==> config.mk <==
export PLATFORM = sky130hd
export DESIGN_NAME = dfa_llm_ram
export DESIGN_NICKNAME = d
export VERILOG_FILES = /design/src/dfa_leftmost_longest_matcher_assert.svh /design/src/dfa_llm_ram.sv
export SDC_FILE = /design/constraint.sdc
export NUM_CORES = 2
export LEC_CHECK = 0
export BUFFER_PORTS_ARGS = -buffer_cell sky130_fd_sc_hd__buf_2
export CORE_ASPECT_RATIO = 0.9
export CORE_MARGIN = 5
export CORE_UTILIZATION = 50
export CTS_BUF_LIST = sky130_fd_sc_hd__clkbuf_8
export CTS_CLUSTER_DIAMETER = 100
export DETAILED_ROUTE_END_ITERATION = 8
export PLACE_DENSITY_LB_ADDON = 0.08
export SYNTH_ARGS = -nofsm -noshare
export SYNTH_HDL_FRONTEND = slang
export SYNTH_SLANG_ARGS = --single-unit
==> constraint.sdc <==
create_clock -name clk -period 2.6 [get_ports clk]
set_input_delay 0.13 -clock clk [delete_from_list [all_inputs] [get_ports clk]]
set_output_delay 0.13 -clock clk [all_outputs]
set_load 0.05 [all_outputs]
==> src/dfa_leftmost_longest_matcher_assert.svh <==
// Assertion helpers for the matcher. Each use sits on a line of its own.
`ifndef DFA_LEFTMOST_LONGEST_MATCHER_ASSERT_SVH
`define DFA_LEFTMOST_LONGEST_MATCHER_ASSERT_SVH

// Same-cycle implication, clocked on clk, off during reset.
`define DFA_LLM_ASSERT_IMP(lbl, ante, cons, msg) \
  lbl: assert property (@(posedge clk) disable iff (!rst_n) (ante) |-> (cons)) \
    else $error(msg);

// Next-cycle implication, clocked on clk, off during reset.
`define DFA_LLM_ASSERT_NXT(lbl, ante, cons, msg) \
  lbl: assert property (@(posedge clk) disable iff (!rst_n) (ante) |=> (cons)) \
    else $error(msg);

`endif

==> src/dfa_llm_ram.sv <==
`default_nettype none

// Simple dual-port RAM: one write port, one read port, registered read data.
module dfa_llm_ram #(
  parameter int AW = 8,
  parameter int DW = 8
) (
  input  wire logic          clk,
  input  wire logic          wr_en,
  input  wire logic [AW-1:0] wr_addr,
  input  wire logic [DW-1:0] wr_data,
  input  wire logic [AW-1:0] rd_addr,
  output      logic [DW-1:0] rd_data
);

  logic [DW-1:0] mem_r [0:(2**AW)-1];
  logic [DW-1:0] rd_data_r;

  // write port
  always_ff @(posedge clk) begin
    if (wr_en) begin
      mem_r[wr_addr] <= wr_data;
    end
  end

  // read port, registered read data
  always_ff @(posedge clk) begin
    rd_data_r <= mem_r[rd_addr];
  end

  assign rd_data = rd_data_r;

endmodule

`default_nettype wire

==> flow_summary.yaml <==
outcome:
  status: "finished clean"
power:
  p_sw_mw: 14.7
  p_sw_share_pct: 22.4
  ir_drop_uv: 566
  powerDensity_nw_per_um2: 708
  total_power_mw: 65.8
  p_leak_nw: 30.6
  pwr-share-seq_pct: 55.6
  pwr-share-comb_pct: 6.0
  clkPwrFrac_pct: 38.4
  p_int_mw: 51.1
sta:
  skew_ns: 0.0521
  rsz0062_at_grt: "no"
  fmax_ghz: 0.390
  hold_slack_ns: 0.127
  worst_slew_pin_slew_ns: 0.937
  setup_viol: 0
  fin_crit_ns: 2.57
  fin_ws_ns: 0.0347
  timing.slew.headroom_pct: 37.3
  fin_crit_sh_pct: 98.7
  hold_viol_final: 0
  drv_slew: 0
final_layout:
  final.fill_count: 11400
  area_growth_syn_to_layout_pct: 16.9
  register_area_sq_um: 61700
  finalNetCount: 4568
  fin_cells: 6883
  multiInputGateArea_sq_um: 16600
  drive_gt1_share_pct: 32.6
synthesis:
  synth-edff-count: 2048
  ys_warn_count: 0
  synth-main-ff-cell: "edfxtp_1"
  synthAdderAreaFrac_pct: 0
  syn-num-nets: 3759
  synth.top_cell.area_share_pct: 77.3
  synthMuxAreaShare_pct: 14.6
  synth.area.top_cells: "edfxtp_1, mux4_2, mux2i_1"
  synth_top_family_by_area: "multiplexers"
  yosysTopAreaCell: "edfxtp_1"
  syn_area_sq_um: 79600
  synth-seq-area-share_pct: 77.5
  synth-simple-area-share_pct: 2.63
  syn-mean-instance-area_sq_um: 21.3
  netlist_instances: 3733
  synth-compound-area-share_pct: 3.42
  synth-xor-area-share_pct: 0
  ys_types: 55
  synth_seq_cells: 2056
  synthArstFlopShare_pct: 0
placement:
  hpwl_um: 140000
  placed_cells: 6279
  place_ws_ns: -0.732
  place.port_buffers: 33
  finalWeightedCongestion: 0.875
global_route:
  antenna_found_initial: 14
  first_global_vias: 42900
  grtUsageTotal_pct: 25.3
  grt-ovfl-total: 0
  grt_max_degree: 109
  grt_pass1_wl_um: 304000
route:
  ant_nets: 0
  drc: 0
  drt-initial-drc-count: 4801
  drtPass1Iterations: 7
  wirelength_um: 211000
  dr_total_vias: 41900
  vias_per_cell: 6.08
  wire_per_inst_um: 30.6
hold_path:
  min-delay-start: "wr_data[3]"
  min_path_type: "input port to register"
clock_network:
  clockBufferDepth: 4
  clkSinkCount: 2056
  cts_tree: "yes"
  root_buffer: "clkbuf_8"
  clk_pin_slew_ns: 0.06
  htreeDepth: 5
  postCtsSetupRepairBufs: 0
  insertion_delay_ns: 1.01
  cts_made_buffers: 340
floorplanning:
  ios: 34
  start_util_pct: 50.5
  dieArea_sq_um: 167000
  core_area_sq_um: 158000
  row_count: 138
  dieHeight_um: 388
  die_w_um: 430
critical_path:
  critPathRequiredTime_ns: 3.51
  end_kind: "register"
  start_kind: "register"
  crit_start: "mem_r[135][4]"
  critPathKind: "register to register"
  r2r_start: "mem_r[135][4]"
  path_max_fanout: 1
  worst_ep_arrival_time_ns: 3.48
run:
  drv_cap: 0
-- metrics by stage --
stage / utilization (%) / instance area, sq um / TNS, ns
floorplan: - / 79600 / 0
CTS: 58.9 / 92900 / 0
finish: 59.0 / 93000 / 0
global placement: 55.0 / 86800 / -4.37
detailed placement: 55.0 / 86800 / -3.90
global route: 59.0 / 93000 / 0
-- path summary, 6_finish.rpt --
path / end / slack (ns) / cells past startpoint
setup / recovery: rd_data[4] / 0.03 / 8
hold reg to reg: rd_data[3] / 1.13 / 5
setup reg to reg: rd_data[4] / 0.03 / 8
hold / removal: mem_r[208][3] / 0.13 / 2
-- registers in the layout, summed over array words and instances, names as in the netlist --
register and cells:
mem_r 2048, rd_data 8
-- layout make-up --
class | instances | share of cell area (%)
sequential | 2056 | 66.3
multi-input combinational | 1442 | 17.8
timing repair buffer | 700 | 6.66
clock buffer | 352 | 5.21
tap | 2100 | 2.83
clock inverter | 226 | 1.15
antenna | 5 | 0.0135
inverter | 2 | 0.00808
-- power by group through the flow --
stage / clock network (mW) / registers (mW) / logic [mW]
final: 25.3 / 36.6 / 3.92
after global routing: 27.6 / 36.6 / 4.12
after CTS: 25.9 / 36.6 / 3.94
after detailed placement: 0 / 37.3 / 3.90
after global placement: 0 / 37.3 / 3.83
after floorplan: 0 / 37.4 / 1.77
-- worst max-delay path: stages (launching register included) --
cell	delay, ns
edfxtp_1	0.36
mux4_2	0.50
mux4_2	0.49
nor2_1	0.12
a2111oi_1	0.09
buf_12	0.16
nor3_1	0.46
buf_4	0.23
nor4_1	0.05
-- Yosys cell counts (all sizes together), types with 2 or more instances --
library cell  count
a2111oi           5
nor2b            31
nand2            33
o22a              5
and2              6
nand2b            8
nand3            34
and3b             2
nor3             22
a311oi            2
clkbuf          111
a211oi           16
nand4            10
a21oi            96
o211ai           10
mux2i           134
nor4             27
a31oi             2
o32ai             5
edfxtp         2048
o22ai            28
buf             122
a22o              8
o221ai           47
nor2            282
dfxtp             8
nand3b            2
a22oi           133
a221oi           14
mux4            456
or2               4
o21ai            12
-- logic make-up after synthesis --
kind of cell	Yosys count
flip-flops	2056
AO/OA/AOI/OAI	385
multiplexers	591
buffers and inverters	235
AND/OR/NAND/NOR	466
-- what timing repair did --
item,4_1_cts,5_1_grt
endpoints found under the setup margin,3,2
gates resized for setup,6,3
hold buffers,21,0
endpoints found under the hold margin,2599,0
-- cells in the final DEF, fill, tap and decap left out, drive strengths merged, types with 33 or more instances in the layout --
cell and count:
nand3 34, o221ai 47, clkbuf 360, mux4 456, mux2i 134, edfxtp 2048
inv 107, nor2 282, buf 671, a21oi 96, nand2 33, a22oi 133
clkinv 111
-- metal layers --
metal | up-vias | track usage [%] | wire length, um
met5 | - | 0 | 39
met4 | 6 | 7.48 | 6240
met3 | 406 | 5.88 | 19100
met2 | 2077 | 38.8 | 98700
met1 | 22000 | 36.7 | 86800
li1 | 17400 | - | -
No activity file was read; power rests on OpenSTA's default activity.
